File: config.mk
export PLATFORM = sky130hd
export DESIGN_NAME = common_modulus_enumerator_unit
export DESIGN_NICKNAME = d
export VERILOG_FILES = /design/src/hw/rtl/cme_pkg.sv /design/src/hw/rtl/cme_divider.sv /design/src/hw/rtl/common_modulus_enumerator_unit.sv
export SDC_FILE = /design/constraint.sdc
export NUM_CORES = 1
export LEC_CHECK = 0
export BUFFER_PORTS_ARGS = -buffer_cell sky130_fd_sc_hd__buf_2
export CAP_MARGIN = 20
export CORE_MARGIN = 5
export CORE_UTILIZATION = 59
export CTS_BUF_LIST = sky130_fd_sc_hd__clkbuf_4
export CTS_CLUSTER_DIAMETER = 120
export DETAILED_ROUTE_END_ITERATION = 8
export PLACE_DENSITY_LB_ADDON = 0.1
export SYNTH_ARGS = -nofsm -noshare
export SYNTH_HDL_FRONTEND = slang
export SYNTH_SLANG_ARGS = --single-unit
File: constraint.sdc
create_clock -name clk -period 8.7 [get_ports clk]
set_input_delay 0.87 -clock clk [delete_from_list [all_inputs] [get_ports clk]]
set_output_delay 0.87 -clock clk [all_outputs]
set_load 0.1 [all_outputs]
File: src/hw/rtl/cme_pkg.sv
// Shared types and constants for the common modulus enumerator.
package cme_pkg;

  localparam logic [1:0] MODE_FIRST   = 2'd0;
  localparam logic [1:0] MODE_FURTHER = 2'd1;
  localparam logic [1:0] MODE_FETCH   = 2'd2;
  localparam logic [1:0] MODE_IGNORED = 2'd3;

  typedef enum logic [1:0] {
    PH_SMALL = 2'd0,
    PH_LARGE = 2'd1,
    PH_DONE  = 2'd2
  } phase_t;

endpackage

File: src/hw/rtl/cme_divider.sv
// Bit-serial restoring divider: one quotient bit per cycle.
module cme_divider #(
  parameter int W = 30
) (
  input  logic         clk,
  input  logic         rst_n,
  input  logic         start,
  input  logic [W-1:0] dividend,
  input  logic [W-1:0] divisor,
  output logic         done,
  output logic [W-1:0] quotient,
  output logic [W-1:0] remainder
);

  localparam int CW = $clog2(W + 1);

  logic [W-1:0] quo_r, quo_nxt;
  logic [W-1:0] rem_r, rem_nxt;
  logic [W-1:0] dvs_r, dvs_nxt;
  logic [CW-1:0] cnt_r, cnt_nxt;
  logic busy_r, busy_nxt;
  logic done_r, done_nxt;
  logic [W:0] trial;

  assign trial = {rem_r, quo_r[W-1]};

  always_comb begin
    quo_nxt  = quo_r;
    rem_nxt  = rem_r;
    dvs_nxt  = dvs_r;
    cnt_nxt  = cnt_r;
    busy_nxt = busy_r;
    done_nxt = 1'b0;
    if (start) begin
      quo_nxt  = dividend;
      rem_nxt  = '0;
      dvs_nxt  = divisor;
      cnt_nxt  = CW'(W);
      busy_nxt = 1'b1;
    end else if (busy_r) begin
      // shift in next dividend bit, subtract if it fits
      if (trial >= {1'b0, dvs_r}) begin
        rem_nxt = W'(trial - {1'b0, dvs_r});
        quo_nxt = {quo_r[W-2:0], 1'b1};
      end else begin
        rem_nxt = trial[W-1:0];
        quo_nxt = {quo_r[W-2:0], 1'b0};
      end
      cnt_nxt = cnt_r - 1'b1;
      if (cnt_r == CW'(1)) begin
        busy_nxt = 1'b0;
        done_nxt = 1'b1;
      end
    end
  end

  always_ff @(posedge clk) begin
    if (!rst_n) begin
      busy_r <= 1'b0;
      done_r <= 1'b0;
      cnt_r  <= '0;
    end else begin
      busy_r <= busy_nxt;
      done_r <= done_nxt;
      cnt_r  <= cnt_nxt;
    end
    quo_r <= quo_nxt;
    rem_r <= rem_nxt;
    dvs_r <= dvs_nxt;
  end

  assign done      = done_r;
  assign quotient  = quo_r;
  assign remainder = rem_r;

endmodule

File: src/hw/rtl/common_modulus_enumerator_unit.sv
// Top level of the common modulus enumerator.
//
// Input channel (in_valid/in_stall, in_mode, in_value): mode 0 starts a new
// set with its first number, mode 1 adds a number, mode 2 fetches the next
// modulus, mode 3 is ignored. Loads produce no result beat; each fetch
// produces exactly one beat on the output channel (out_modulus,
// out_exhausted). Moduli come out in ascending order; a beat with
// out_exhausted high and modulus 0 ends the list and repeats from then on.
// One item is worked at a time: in_stall is high while busy.
// A load of a further number runs Euclid on a shared bit-serial divider.
// A fetch tests trial divisors one at a time. Small half: each trial
// squares t bit-serially (t is TW bits wide, TW = (VALUE_BITS+1)/2+1) and
// then divides. Large half: each trial is one divide; its quotient is the
// cofactor. The count of trials to the next divisor sets the fetch latency;
// a fetch with nothing left puts its beat in the output register the cycle
// after acceptance. Reset (rst_n low, synchronous) clears the set: GCD 0,
// so fetches report exhaustion at once. While out_stall is high the result
// beat holds in the output register and no new input beat is taken.
module common_modulus_enumerator_unit #(
  parameter int VALUE_BITS = 30
) (
  input  logic                  clk,
  input  logic                  rst_n,
  input  logic                  in_valid,
  output logic                  in_stall,
  input  logic [1:0]            in_mode,
  input  logic [VALUE_BITS-1:0] in_value,
  output logic                  out_valid,
  input  logic                  out_stall,
  output logic [VALUE_BITS-1:0] out_modulus,
  output logic                  out_exhausted
);
  import cme_pkg::*;

  localparam int W = VALUE_BITS;
  localparam int TW = (W + 1) / 2 + 1;  // trial divisor width
  localparam int MW = $clog2(TW + 1);

  typedef enum logic [5:0] {
    S_IDLE  = 6'b000001,
    S_EUC   = 6'b000010,  // euclid remainder in flight
    S_SQ    = 6'b000100,  // serial t*t compare
    S_TDIV  = 6'b001000,  // g % t in flight (small half)
    S_LDIV  = 6'b010000,  // g % t in flight (large half)
    S_OUT   = 6'b100000
  } state_t;

  state_t state_r, state_nxt;
  logic [W-1:0]  first_r, first_nxt;
  logic [W-1:0]  gcd_r, gcd_nxt;
  logic [W-1:0]  eb_r, eb_nxt;      // euclid second operand
  logic [TW-1:0] trial_r, trial_nxt;
  phase_t        phase_r, phase_nxt;
  logic [W-1:0]  mod_r, mod_nxt;
  logic          exh_r, exh_nxt;
  // serial squarer: acc += t << i for each set bit i of t
  logic [2*TW-1:0] sq_acc_r, sq_acc_nxt;
  logic [2*TW-1:0] sq_add_r, sq_add_nxt;
  logic [TW-1:0]   sq_bits_r, sq_bits_nxt;
  logic [MW-1:0]   sq_cnt_r, sq_cnt_nxt;

  logic         dv_start;
  logic [W-1:0] dv_a, dv_b;
  logic         dv_done;
  logic [W-1:0] dv_q, dv_r;

  cme_divider #(.W(W)) u_div (
    .clk(clk), .rst_n(rst_n), .start(dv_start), .dividend(dv_a),
    .divisor(dv_b), .done(dv_done), .quotient(dv_q), .remainder(dv_r)
  );

  logic [W-1:0]  diff;
  logic [W-1:0]  trial_w;
  logic          accept;

  assign accept  = in_valid && !in_stall;
  assign in_stall = (state_r != S_IDLE);
  assign trial_w = W'(trial_r);
  assign diff = (in_value >= first_r) ? in_value - first_r : first_r - in_value;

  always_comb begin
    state_nxt   = state_r;
    first_nxt   = first_r;
    gcd_nxt     = gcd_r;
    eb_nxt      = eb_r;
    trial_nxt   = trial_r;
    phase_nxt   = phase_r;
    mod_nxt     = mod_r;
    exh_nxt     = exh_r;
    sq_acc_nxt  = sq_acc_r;
    sq_add_nxt  = sq_add_r;
    sq_bits_nxt = sq_bits_r;
    sq_cnt_nxt  = sq_cnt_r;
    dv_start    = 1'b0;
    dv_a        = gcd_r;
    dv_b        = trial_w;
    unique case (state_r)
      S_IDLE: begin
        if (accept) begin
          if (in_mode == MODE_FIRST) begin
            first_nxt = in_value;
            gcd_nxt   = '0;
            trial_nxt = TW'(2);
            phase_nxt = PH_SMALL;
          end else if (in_mode == MODE_FURTHER) begin
            trial_nxt = TW'(2);
            phase_nxt = PH_SMALL;
            eb_nxt    = diff;
            if (diff != '0) begin
              // gcd(a,b): if a is 0 answer is b; start a % b
              if (gcd_r == '0) begin
                gcd_nxt = diff;
              end else begin
                dv_start  = 1'b1;
                dv_a      = gcd_r;
                dv_b      = diff;
                state_nxt = S_EUC;
              end
            end
          end else if (in_mode == MODE_FETCH) begin
            if (gcd_r < W'(2) || phase_r == PH_DONE) begin
              phase_nxt = PH_DONE;
              mod_nxt   = '0;
              exh_nxt   = 1'b1;
              state_nxt = S_OUT;
            end else if (phase_r == PH_SMALL) begin
              sq_acc_nxt  = '0;
              sq_add_nxt  = (2*TW)'(trial_r);
              sq_bits_nxt = trial_r;
              sq_cnt_nxt  = MW'(TW);
              state_nxt   = S_SQ;
            end else begin
              dv_start  = 1'b1;
              state_nxt = S_LDIV;
            end
          end
        end
      end
      S_EUC: begin
        if (dv_done) begin
          if (dv_r == '0) begin
            gcd_nxt   = eb_r;
            state_nxt = S_IDLE;
          end else begin
            gcd_nxt  = eb_r;
            eb_nxt   = dv_r;
            dv_start = 1'b1;
            dv_a     = eb_r;
            dv_b     = dv_r;
          end
        end
      end
      S_SQ: begin
        if (sq_bits_r[0]) sq_acc_nxt = sq_acc_r + sq_add_r;
        sq_add_nxt  = sq_add_r << 1;
        sq_bits_nxt = sq_bits_r >> 1;
        sq_cnt_nxt  = sq_cnt_r - 1'b1;
        if (sq_cnt_r == MW'(1)) begin
          if ((sq_bits_r[0] ? sq_acc_r + sq_add_r : sq_acc_r) <= (2*TW)'(gcd_r)) begin
            dv_start  = 1'b1;
            state_nxt = S_TDIV;
          end else begin
            // switch to large half at t-1
            phase_nxt = PH_LARGE;
            trial_nxt = trial_r - 1'b1;
            dv_start  = 1'b1;
            dv_b      = W'(trial_r - 1'b1);
            state_nxt = S_LDIV;
          end
        end
      end
      S_TDIV: begin
        if (dv_done) begin
          if (dv_r == '0) begin
            mod_nxt   = trial_w;
            exh_nxt   = 1'b0;
            trial_nxt = trial_r + 1'b1;
            state_nxt = S_OUT;
          end else begin
            trial_nxt   = trial_r + 1'b1;
            sq_acc_nxt  = '0;
            sq_add_nxt  = (2*TW)'(trial_r + 1'b1);
            sq_bits_nxt = trial_r + 1'b1;
            sq_cnt_nxt  = MW'(TW);
            state_nxt   = S_SQ;
          end
        end
      end
      S_LDIV: begin
        if (dv_done) begin
          if (trial_r == '0) begin
            phase_nxt = PH_DONE;
            mod_nxt   = '0;
            exh_nxt   = 1'b1;
            state_nxt = S_OUT;
          end else if (dv_r == '0 && dv_q != trial_w) begin
            // cofactor already in quotient
            mod_nxt   = dv_q;
            exh_nxt   = 1'b0;
            if (trial_r == TW'(1)) phase_nxt = PH_DONE;
            trial_nxt = trial_r - 1'b1;
            state_nxt = S_OUT;
          end else begin
            trial_nxt = trial_r - 1'b1;
            dv_start  = 1'b1;
            dv_b      = W'(trial_r - 1'b1);
          end
        end
      end
      S_OUT: begin
        if (!out_stall) state_nxt = S_IDLE;
      end
      default: state_nxt = S_IDLE;
    endcase
  end

  always_ff @(posedge clk) begin
    if (!rst_n) begin
      state_r <= S_IDLE;
      first_r <= '0;
      gcd_r   <= '0;
      trial_r <= TW'(2);
      phase_r <= PH_SMALL;
    end else begin
      state_r <= state_nxt;
      first_r <= first_nxt;
      gcd_r   <= gcd_nxt;
      trial_r <= trial_nxt;
      phase_r <= phase_nxt;
    end
    eb_r      <= eb_nxt;
    mod_r     <= mod_nxt;
    exh_r     <= exh_nxt;
    sq_acc_r  <= sq_acc_nxt;
    sq_add_r  <= sq_add_nxt;
    sq_bits_r <= sq_bits_nxt;
    sq_cnt_r  <= sq_cnt_nxt;
  end

  assign out_valid     = (state_r == S_OUT);
  assign out_modulus   = mod_r;
  assign out_exhausted = exh_r;

endmodule

After elaboration in Yosys (flattened, before gate mapping)
Cells that the tools add are included.
- register bits after elaboration: 327
- reduce and logical (&&, ||, !) cells: 26
- equal/unequal tests: 43
- add/subtract/negate cells: 10
- order comparisons: 4
- multiplexer cells: 154
- bitwise gates (word level): 2
- operators with widths (operator ; count):
    30-bit 2-to-1 mux ; 40
    32-bit 2-to-1 mux ; 17
    16-bit 2-to-1 mux ; 16
    32-bit one-hot mux with 3 select lines ; 2
    30-bit one-hot mux with 2 select lines ; 2
    30-bit one-hot mux with 4 select lines ; 1
    6-bit 2-to-1 mux ; 16
    30-bit one-hot mux with 3 select lines ; 1
    30-bit subtractor ; 3
    16-bit one-hot mux with 4 select lines ; 1
    30-bit logical NOT ; 2
    5-bit 2-to-1 mux ; 12
    16-bit one-hot mux with 3 select lines ; 1
    6-bit one-hot mux with 6 select lines ; 1
    32-bit adder ; 1
    32-bit by 30-bit <= comparator with 1-bit output ; 1
    2-bit != test, second input constant ; 16
    31-bit by 30-bit >= comparator with 1-bit output ; 1
    30-bit >= comparator ; 1
    30-bit by 2-bit less-than comparator with 1-bit output, second input constant ; 1
    30-bit by 16-bit != test with 1-bit output ; 1
    30-bit nonzero test ; 1
    1-bit 2-to-1 mux ; 29
    3-bit != test, second input constant ; 8
    other kinds (40) ; 64

Longest topological paths before layout
Gate-level depths: netlist of the first run.
- word-level depth: 9
- gate-level depth with buffers: 27

Cells and area by module
A second synthesis of the first run with hierarchy kept.
- cell total of the unflattened synthesis: 2792
- area total of the unflattened synthesis: 23999.3 um^2
- modules (own cells, without submodules) (module ; area an instance (um^2) ; times used ; cells an instance):
    common_modulus_enumerator_unit ; 18410.2 ; 1 ; 2250
    cme_divider ; 5589.1 ; 1 ; 542

Worst setup path after synthesis of the first run
OpenSTA, ideal clock, no wires.
- path kind: register to register
- start point: register state_r[1]
- end point: register sq_acc_r[0] (enable)
- library setup time: 0.663 ns
- arrival time: 8.328 ns
- data required time: 8.037 ns
- buffers on the path: 2
- clock period less this slack: 8.992 ns
- cell stages (with the launch flop): 9
- slack: -0.292 ns
- cells stage by stage: dfxtp_1 > clkbuf_1 > nor2_1 > nand2_1 > nor3b_1 > inv_1 > clkbuf_1 > a21oi_1 > a221oi_1
- word-level cells in the longest chain between the ends: 5
- elaborated cells on any way between the ends: 16
- classes of those cells: 12 x eq/ne; 4 x reduce/logical
- ends and longest elaborated chain (element ; line ; text):
    from (decl) ; common_modulus_enumerator_unit.sv:48 ; state_t state_r, state_nxt;
    from (signal assigned) ; common_modulus_enumerator_unit.sv:225 ; state_r <= state_nxt;
    6-bit by 1-bit != test with 1-bit output ; common_modulus_enumerator_unit.sv:77 ; assign in_stall = (state_r != S_IDLE);
    via in_stall ; common_modulus_enumerator_unit.sv:25 ; output logic in_stall,
    1-bit logical NOT ; common_modulus_enumerator_unit.sv:76 ; assign accept = in_valid && !in_stall;
    1-bit logical AND ; common_modulus_enumerator_unit.sv:76 ;
    2-bit != test (no line) ; -- ;
    9-bit AND reduction (no line) ; -- ;
    to (signal assigned) ; common_modulus_enumerator_unit.sv:234 ; sq_acc_r <= sq_acc_nxt;
    to (decl) ; common_modulus_enumerator_unit.sv:57 ; logic [2*TW-1:0] sq_acc_r, sq_acc_nxt;
The timed path passes the listed nets, and every way through them passes these cells.
A chain may end at the register's enable or synchronous reset.

Worst setup path in the final report of the first run
- start point: register sq_acc_r[1]
- end point: register trial_r[2]
- word-level cells in the longest chain between the ends: 5
- ends and longest elaborated chain (element ; line ; text):
    32-bit adder ; common_modulus_enumerator_unit.sv:159 ; if ((sq_bits_r[0] ? sq_acc_r + sq_add_r : sq_acc_r) <= (2*TW)'(gcd_r)) begin
    32-bit 2-to-1 mux (*) ; -- ;
    32-bit by 30-bit <= comparator with 1-bit output (*) ; common_modulus_enumerator_unit.sv:159 ;
    2-bit != test (no line) (*) ; -- ;
    8-bit AND reduction (no line) (*) ; -- ;
    to (signal assigned) ; common_modulus_enumerator_unit.sv:228 ; trial_r <= trial_nxt;
    to (decl) ; common_modulus_enumerator_unit.sv:52 ; logic [TW-1:0] trial_r, trial_nxt;
Every way passes the cells marked *; elsewhere a longest branch is shown, timed or not.

==> metrics.txt, run 1 <==
# TYPE chip_impl_metric gauge
chip_impl_info{name="path_cells",value="ha_1 -> a21o_1 -> a21o_1 -> a31oi_1 -> o31ai_1 -> a31oi_1 -> o21ai_0 -> a21o_1 -> a21o_1 -> a21o_1 -> a21oi_1 -> xnor2_1 -> mux2_2 -> ha_1 -> nand4_1 -> nor3_1 -> nand3_1 -> or4_1 -> a221oi_1 -> and2_0 -> a21o_1 -> nor2_1 -> o221a_2"} 1
chip_impl_info{name="synth-main-ff-cell",value="edfxtp_1"} 1
chip_impl_metric{name="number_of_levels_the_h_tree_was_split_into",unit=""} 3
chip_impl_info{name="synth.largest_area_cell",value="edfxtp_1"} 1
chip_impl_metric{name="postCtsResizedCells",unit=""} 0
chip_impl_metric{name="synthMuxAreaShare",unit="%"} 4.58
chip_impl_metric{name="area_growth",unit="%"} 7.91
chip_impl_metric{name="nets",unit=""} 3013
chip_impl_metric{name="leakagePower",unit="uW"} 0.0104
chip_impl_metric{name="cts-buffers-inserted",unit=""} 94
chip_impl_info{name="most_common_cell_after_layout_fill_and_taps_aside",value="nand2_1"} 1
chip_impl_metric{name="post_drt_wl_per_cell",unit="um"} 21.9
chip_impl_metric{name="worstPathMaxFanout",unit=""} 32
chip_impl_metric{name="count_of_vias_placed_by_the_detailed_router",unit=""} 21900
chip_impl_metric{name="boundaryPins",unit=""} 69
chip_impl_metric{name="fin_setup_tns",unit="ps"} 0
chip_impl_info{name="crit_top_cell",value="a21o_1"} 1
chip_impl_metric{name="crit_path_max_incr_delay",unit="ps"} 870
chip_impl_metric{name="count_of_flip_flops_with_a_built_in_enable_after_synthesis",unit=""} 206
chip_impl_metric{name="drt_pass1_iterations",unit=""} 7
chip_impl_metric{name="period_share",unit="%"} 83.1
chip_impl_metric{name="clock_insertion_delay_worst_skew",unit="ps"} 890
chip_impl_metric{name="slew_of_the_pin_with_the_lowest_slew_margin",unit="ps"} 1150
chip_impl_metric{name="width_of_the_chip",unit="um"} 210
chip_impl_metric{name="period_needed",unit="ps"} 7230
chip_impl_metric{name="maxCapViolations",unit=""} 0
chip_impl_info{name="setup_repair_after_global_routing_missed_its_margin",value="no"} 1
chip_impl_metric{name="report.final.hold_viol_count",unit=""} 0
chip_impl_metric{name="setup-violations-final",unit=""} 0
chip_impl_metric{name="port_buffers",unit=""} 68
chip_impl_metric{name="yosys.area_share.simple",unit="%"} 18.3
chip_impl_metric{name="ys.warnings.count",unit=""} 0
chip_impl_metric{name="cts.sink_count",unit=""} 327
chip_impl_metric{name="globalRouteOverflowTotal",unit=""} 0
chip_impl_metric{name="grt_max_degree",unit=""} 90
chip_impl_metric{name="pre_cts_slack",unit="ps"} 1670
chip_impl_metric{name="slew_headroom",unit="%"} 23.7
chip_impl_info{name="path_class",value="reg -> reg"} 1
chip_impl_metric{name="cp.required",unit="ps"} 9410
chip_impl_metric{name="setup.reg_to_reg.worst_slack",unit="ps"} 1470
chip_impl_metric{name="synth.ff_latch_count",unit=""} 327
chip_impl_metric{name="compound_gate_fraction_of_synth_area",unit="%"} 22.3
chip_impl_metric{name="synth_top_cell_area_share",unit="%"} 26.2
chip_impl_metric{name="first_pass_grt_wire_length",unit="um"} 118000
chip_impl_metric{name="hold_path_depth",unit=""} 3
chip_impl_info{name="worst_r2r_endpoint",value="trial_r[2]"} 1
chip_impl_metric{name="ir_worst_vdd",unit="V"} 0.000247
chip_impl_metric{name="reg2reg_depth",unit=""} 23
chip_impl_info{name="crit_path_start_kind",value="flop"} 1
chip_impl_metric{name="dpl.cell_count",unit=""} 3241
chip_impl_metric{name="worst_setup_margin",unit="ps"} 1470
chip_impl_metric{name="synth.net_count",unit=""} 2982
chip_impl_metric{name="post_cts_hold_buffer_count",unit=""} 0
chip_impl_metric{name="post-dp-hpwl",unit="um"} 55200
chip_impl_info{name="mostFrequentLayoutCells",value="nand2_1 (392), a21oi_1 (235), edfxtp_1 (206), o21ai_0 (200), nor2_1 (191)"} 1
chip_impl_info{name="worst_hold_path_type",value="in -> reg"} 1
chip_impl_metric{name="floorplan_die_area",unit="um^2"} 44100
chip_impl_info{name="worst_hold_path.endpoint",value="first_r[25]"} 1
chip_impl_info{name="hp-start",value="in_value[25]"} 1
chip_impl_metric{name="hold_ws",unit="ps"} 243
chip_impl_metric{name="avgSynthCellArea",unit="um^2"} 8.49
chip_impl_metric{name="area_of_the_core",unit="um^2"} 39600
chip_impl_metric{name="postSynthCellCount",unit=""} 2782
chip_impl_metric{name="drive_gt1_share",unit="%"} 11.4
chip_impl_metric{name="yosysSeqAreaShare",unit="%"} 36.4
chip_impl_info{name="post_synth_main_area_contributors",value="edfxtp_1 (26%), dfxtp_1 (10%), ha_1 (8.5%)"} 1
chip_impl_metric{name="use_met1",unit="%"} 43.8
chip_impl_info{name="main_combinational_cell_family_by_area_after_synthesis",value="compound AO/OA/AOI/OAI gates"} 1
chip_impl_info{name="cp-end-kind",value="flop"} 1
chip_impl_metric{name="synth_adder_area_share",unit="%"} 8.81
chip_impl_metric{name="global_route.usage.total",unit="%"} 33.4
chip_impl_metric{name="post_synth_instance_area",unit="um^2"} 23600
chip_impl_metric{name="cts-root-to-sink-buffers",unit=""} 3
chip_impl_metric{name="met3_demand_to_capacity_share_in_global_routing",unit="%"} 7.29
chip_impl_metric{name="initial_core_utilization",unit="%"} 59.6
chip_impl_metric{name="grtUsageMet2",unit="%"} 53.9
chip_impl_metric{name="timing.clock.skew",unit="ps"} 105
chip_impl_metric{name="number_of_distinct_standard_cells_referenced_by_the_synthesized_netlist",unit=""} 89
chip_impl_metric{name="fp-row-count",unit=""} 73
chip_impl_metric{name="cp_data_arrival_time",unit="ps"} 7950
chip_impl_metric{name="vias_per_cell",unit=""} 6.40
chip_impl_metric{name="antenna_violations_before_repair",unit=""} 1
chip_impl_metric{name="post-cts-setup-buffer-count",unit=""} 0
chip_impl_metric{name="synth_async_sr_flop_share",unit="%"} 0
chip_impl_metric{name="gp_congestion",unit=""} 0.990
chip_impl_metric{name="dieHeight",unit="um"} 210
chip_impl_metric{name="drt_drc_violations_left",unit=""} 0
chip_impl_info{name="global_route.peak_usage_layer",value="met2"} 1
chip_impl_metric{name="count_of_nets_left_with_antenna_violations_after_detail_routing",unit=""} 0
chip_impl_metric{name="vias_in_the_first_global_route",unit=""} 20900
chip_impl_metric{name="power-per-cell-area",unit="nW/um^2"} 333
chip_impl_metric{name="fmax",unit="MHz"} 138
chip_impl_metric{name="post_layout_nonfiller_instances",unit=""} 3418
chip_impl_info{name="outcome",value="complete, no violations"} 1
chip_impl_info{name="reg2reg_from",value="sq_acc_r[1]"} 1
chip_impl_metric{name="report.final.slew_viol_count",unit=""} 0
chip_impl_metric{name="synth_xor_area_share",unit="%"} 3.89
chip_impl_metric{name="wirelength",unit="um"} 75000
chip_impl_metric{name="detailedRoute.firstIterationViolations",unit=""} 2537
chip_impl_metric{name="clk_pin_slew_worst_paths",unit="ps"} 70
chip_impl_info{name="cts_tree",value="yes"} 1
chip_impl_info{name="critical_path.slowest_cell",value="a21o_1"} 1
chip_impl_info{name="cts.root.buffer_cell",value="clkbuf_4"} 1
[power breakdown]
group / switching (uW) / internal, uW / leakage [uW] / total, uW
clock network: 726 / 766 / 0.000732 / 1490
registers: 398 / 2170 / 0.00290 / 2570
logic: 3000 / 1430 / 0.00676 / 4420
[layer usage]
metal	part of all wire, %	wire [um]	up-vias
met4	4.3	3240	0
met2	46	34400	1075
li1	-	-	10200
met5	0	0	-
met1	41	30400	10400
met3	9.3	6990	241
[how the worst max path moves through the flow]
stage / start / to / slack [ps] / cells after the start
3_3_place_gp: sq_acc_r[1] / trial_r[13] / 1940 / 23
6_report: sq_acc_r[1] / trial_r[2] / 1470 / 23
5_1_grt: sq_acc_r[1] / trial_r[2] / 1220 / 23
3_5_place_dp: sq_acc_r[1] / trial_r[2] / 1670 / 23
4_1_cts: sq_acc_r[1] / trial_r[2] / 1680 / 23
2_1_floorplan: state_r[1] / sq_acc_r[0] / 2630 / 8
[area by class of cell]
type | count | area [um^2]
flip-flops and latches | 327 | 8610
fillers | 3492 | 14100
diodes | 2 | 5.00
well taps | 525 | 657
clock buffers | 145 | 1090
repair buffers | 101 | 598
clock inverters | 29 | 146
inverters | 168 | 631
multi-input cells | 2121 | 13800
[cell usage after synthesis, types with 8 or more instances]
master and number:
o211ai_1 37, dfxtp_1 121, a21oi_1 236, nand3_1 34
nor2_1 193, inv_1 165, a21boi_0 9, and3_1 18
edfxtp_1 206, a2111oi_0 8, or3_1 10, mux2i_1 81
xnor2_1 60, a221oi_1 10, nand2b_1 22, and2_1 68
o21bai_1 13, xor2_1 45, a22o_1 24, ha_1 160
o21a_1 17, or4_1 8, a31oi_1 28, nand4_1 39
a21o_1 83, nor4_1 25, clkbuf_1 128, or2_2 12
a221o_1 9, mux2_2 24, o22ai_1 15, buf_1 10
nor3_1 44, a211oi_1 29, a22oi_1 13, nand2_1 392
nor2b_1 21, o311ai_0 9, buf_2 17, o21ai_0 200
a211o_1 12
[cell families (layout without fill, tap and decap cells)]
family	after synthesis	in the layout
XOR/XNOR	105	105
other	0	2
flip-flops	327	327
AND/OR/NAND/NOR	923	923
multiplexers	105	105
buffers and inverters	334	443
AO/OA/AOI/OAI	824	824
adder cells (fa/ha/maj)	164	164
[critical path: cells and delay by family (launching register included)]
family | cells | cell delay [ps]
and+or+nand+nor | 6 | 1560
DFF | 1 | 420
xor gates and xnor gates | 1 | 70
adders and majority gates | 2 | 610
muxes | 1 | 270
AOI/OAI and AO/OA | 13 | 4200
[flip-flops by register name (all words and copies together), names as in the netlist, 30 cells and up]
| name | flops |
|---|---|
| sq_acc_r | 32 |
| eb_r | 30 |
| out_modulus | 30 |
| u_div.dvs_r | 30 |
| gcd_r | 30 |
| sq_add_r | 32 |
| first_r | 30 |
| u_div.quotient | 30 |
| u_div.remainder | 30 |
[through the flow]
stage	util, %	area [um^2]	total power [uW]
floorplan	-	23600	5680
global placement	61.1	24200	6770
detailed placement	61.2	24200	6910
CTS	64.3	25500	8420
global route	64.3	25500	9010
finish	64.3	25500	8480
(Power assumes the default switching activity.)
==> run 2, diff against run 1 <==
==> constraint.sdc (replaced) <==
create_clock -name clk -period 6.2 [get_ports clk]
set_input_delay 0.62 -clock clk [delete_from_list [all_inputs] [get_ports clk]]
set_output_delay 0.62 -clock clk [all_outputs]
set_load 0.1 [all_outputs]
==> metrics.txt, run 2 (same netlist as run 1, synthesis figures left out) <==
# TYPE chip_impl_metric gauge
chip_impl_info{name="outcome",value="complete, no violations"} 1
chip_impl_metric{name="timing.clock.skew",unit="ps"} 65.0
chip_impl_metric{name="internal-power",unit="uW"} 6260
chip_impl_metric{name="drive_gt1_share",unit="%"} 12.9
chip_impl_metric{name="fmax",unit="MHz"} 168
chip_impl_metric{name="antenna_violations_before_repair",unit=""} 2
chip_impl_metric{name="period_needed",unit="ps"} 5940
chip_impl_metric{name="area_growth",unit="%"} 10.9
chip_impl_metric{name="maxCapViolations",unit=""} 0
chip_impl_metric{name="hold_ws",unit="ps"} 54.6
chip_impl_metric{name="vias_per_cell",unit=""} 6.36
chip_impl_metric{name="fp-row-count",unit=""} 73
chip_impl_metric{name="post-dp-hpwl",unit="um"} 56600
chip_impl_metric{name="post_drt_wl_per_cell",unit="um"} 21.8
chip_impl_metric{name="port_buffers",unit=""} 68
chip_impl_metric{name="area_of_the_core",unit="um^2"} 39600
chip_impl_metric{name="globalRouteOverflowTotal",unit=""} 0
chip_impl_info{name="hp-start",value="in_value[25]"} 1
chip_impl_metric{name="area.sequential",unit="um^2"} 8610
chip_impl_metric{name="met3_demand_to_capacity_share_in_global_routing",unit="%"} 6.21
chip_impl_metric{name="number_of_levels_the_h_tree_was_split_into",unit=""} 3
chip_impl_metric{name="power.switching_fraction",unit="%"} 47.8
chip_impl_metric{name="boundaryPins",unit=""} 69
chip_impl_metric{name="report.final.hold_viol_count",unit=""} 0
chip_impl_metric{name="period_share",unit="%"} 95.8
chip_impl_metric{name="drt_drc_violations_left",unit=""} 0
chip_impl_metric{name="nets",unit=""} 3091
chip_impl_metric{name="cp.required",unit="ps"} 6790
chip_impl_metric{name="leakagePower",unit="uW"} 0.0108
chip_impl_metric{name="width_of_the_chip",unit="um"} 210
chip_impl_metric{name="post_layout_nonfiller_instances",unit=""} 3490
chip_impl_metric{name="detailedRoute.firstIterationViolations",unit=""} 2561
chip_impl_info{name="mostFrequentLayoutCells",value="nand2_1 (392), a21oi_1 (235), edfxtp_1 (206), o21ai_0 (200), nor2_1 (191)"} 1
chip_impl_metric{name="cts-root-to-sink-buffers",unit=""} 3
chip_impl_metric{name="use_met1",unit="%"} 44.7
chip_impl_metric{name="cp_data_arrival_time",unit="ps"} 6530
chip_impl_metric{name="dpl.cell_count",unit=""} 3296
chip_impl_info{name="cts_tree",value="yes"} 1
chip_impl_metric{name="grt_max_degree",unit=""} 91
chip_impl_metric{name="multi_input_comb_area",unit="um^2"} 13800
chip_impl_metric{name="dieHeight",unit="um"} 210
chip_impl_metric{name="vias_in_the_first_global_route",unit=""} 21400
chip_impl_metric{name="ir_worst_vdd",unit="V"} 0.000423
chip_impl_info{name="crit_path_start_kind",value="flop"} 1
chip_impl_info{name="cts.root.buffer_cell",value="clkbuf_4"} 1
chip_impl_metric{name="cts-buffers-inserted",unit=""} 91
chip_impl_metric{name="clock_insertion_delay_worst_skew",unit="ps"} 860
chip_impl_metric{name="pwr-share-clk",unit="%"} 16.8
chip_impl_metric{name="worstPathMaxFanout",unit=""} 14
chip_impl_metric{name="grtUsageMet2",unit="%"} 54.6
chip_impl_metric{name="reg2reg_depth",unit=""} 26
chip_impl_info{name="global_route.peak_usage_layer",value="met2"} 1
chip_impl_metric{name="power.sequential.fraction",unit="%"} 30.2
chip_impl_metric{name="count_of_nets_left_with_antenna_violations_after_detail_routing",unit=""} 0
chip_impl_metric{name="first_pass_grt_wire_length",unit="um"} 119000
chip_impl_metric{name="power.switching",unit="uW"} 5730
chip_impl_info{name="reg2reg_from",value="sq_acc_r[0]"} 1
chip_impl_metric{name="clk_pin_slew_worst_paths",unit="ps"} 70
chip_impl_metric{name="report.final.slew_viol_count",unit=""} 0
chip_impl_metric{name="global_route.usage.total",unit="%"} 33.7
chip_impl_metric{name="part_of_the_power_in_combinational_logic",unit="%"} 53.0
chip_impl_metric{name="slew_of_the_pin_with_the_lowest_slew_margin",unit="ps"} 1060
chip_impl_metric{name="drt_pass1_iterations",unit=""} 6
chip_impl_metric{name="count_of_vias_placed_by_the_detailed_router",unit=""} 22200
chip_impl_info{name="worst_r2r_endpoint",value="u_div.dvs_r[18]"} 1
chip_impl_info{name="worst_hold_path.endpoint",value="first_r[25]"} 1
chip_impl_info{name="worst_hold_path_type",value="in -> reg"} 1
chip_impl_info{name="cp-end-kind",value="flop"} 1
chip_impl_metric{name="post-cts-setup-buffer-count",unit=""} 0
chip_impl_metric{name="wirelength",unit="um"} 76100
chip_impl_metric{name="gp_congestion",unit=""} 0.988
chip_impl_metric{name="floorplan_die_area",unit="um^2"} 44100
chip_impl_metric{name="power-per-cell-area",unit="nW/um^2"} 457
chip_impl_metric{name="cts.sink_count",unit=""} 327
chip_impl_metric{name="fillers",unit=""} 3375
chip_impl_metric{name="hold_path_depth",unit=""} 3
chip_impl_metric{name="setup-violations-final",unit=""} 0
chip_impl_info{name="largest_registers",value="sq_acc_r: 32 flops, sq_add_r: 32 flops"} 1
chip_impl_metric{name="slew_headroom",unit="%"} 28.6
chip_impl_info{name="path_class",value="reg -> reg"} 1
chip_impl_metric{name="initial_core_utilization",unit="%"} 59.6
chip_impl_info{name="most_common_cell_after_layout_fill_and_taps_aside",value="nand2_1"} 1
chip_impl_metric{name="setup.reg_to_reg.worst_slack",unit="ps"} 260
[run 2: area by class of cell]
class                           count  share of cell area (%)
Sequential cell                   327                    32.9
Clock buffer                      142                    4.07
Multi-Input combinational cell   2121                    52.6
Inverter                          168                    2.41
Tap cell                          525                    2.51
Timing Repair Buffer              182                    5.20
Clock inverter                     20                   0.353
Antenna cell                        5                  0.0478
[run 2: how the worst max path moves through the flow]
stage                      from               to  depth (start not counted)
detailed placement  sq_acc_r[0]  u_div.dvs_r[18]                         26
CTS                 sq_acc_r[0]  u_div.dvs_r[12]                         26
floorplan            state_r[1]      sq_acc_r[0]                          8
global placement    sq_acc_r[1]  u_div.dvs_r[12]                         25
finish              sq_acc_r[0]  u_div.dvs_r[18]                         26
global route        sq_acc_r[1]  u_div.dvs_r[12]                         25
[run 2: timing repair]
item	CTS	global route
hold buffers	26	0
hold endpoints to repair	26	0
gates resized for setup	0	2
setup endpoints to repair	0	37
[run 2: through the flow]
| stage | setup WS (ps) | setup TNS (ps) | instance area [um^2] | power (uW) | util [%] |
|---|---|---|---|---|---|
| 2_1_floorplan | 125 | 0 | 23600 | 7970 | - |
| 3_3_place_gp | 450 | 0 | 24700 | 9670 | 62.4 |
| 3_5_place_dp | 329 | 0 | 24700 | 9830 | 62.4 |
| 4_1_cts | 294 | 0 | 26200 | 11900 | 66.0 |
| 5_1_grt | -3.33 | -3.33 | 26200 | 12700 | 66.1 |
| 6_report | 261 | 0 | 26200 | 12000 | 66.1 |
[run 2: critical path, cell delays in order (launching register included)]
cell	delay, ps
edfxtp_1	400
ha_1	240
inv_1	80
fa_1	210
nor2b_1	60
o21ai_0	260
a21oi_1	160
o21a_1	270
a211o_1	320
a31oi_1	300
nor2_1	130
a21o_1	200
a21oi_1	180
xnor2_1	80
mux2_2	280
ha_1	270
nand4_1	140
nor3_2	200
nand3_1	130
or4_1	510
a221oi_1	280
buf_4	190
a21oi_1	80
buf_4	220
nand4_1	200
buf_12	170
o211ai_1	90
[run 2: per-layer routing]
layer | wire length, um | vias up
met5 | 0 | -
met4 | 3330 | 0
met3 | 6780 | 218
met2 | 35000 | 1096
met1 | 31000 | 10500
li1 | - | 10300
[run 2: power by group through the flow]
stage               sequential (uW)  clock, uW  combinational [uW]
floorplan                      3970          0                4000
global placement               3630          0                6040
detailed placement             3640          0                6190
CTS                            3600       2040                6240
global route                   3660       2180                6900
finish                         3620       2010                6350
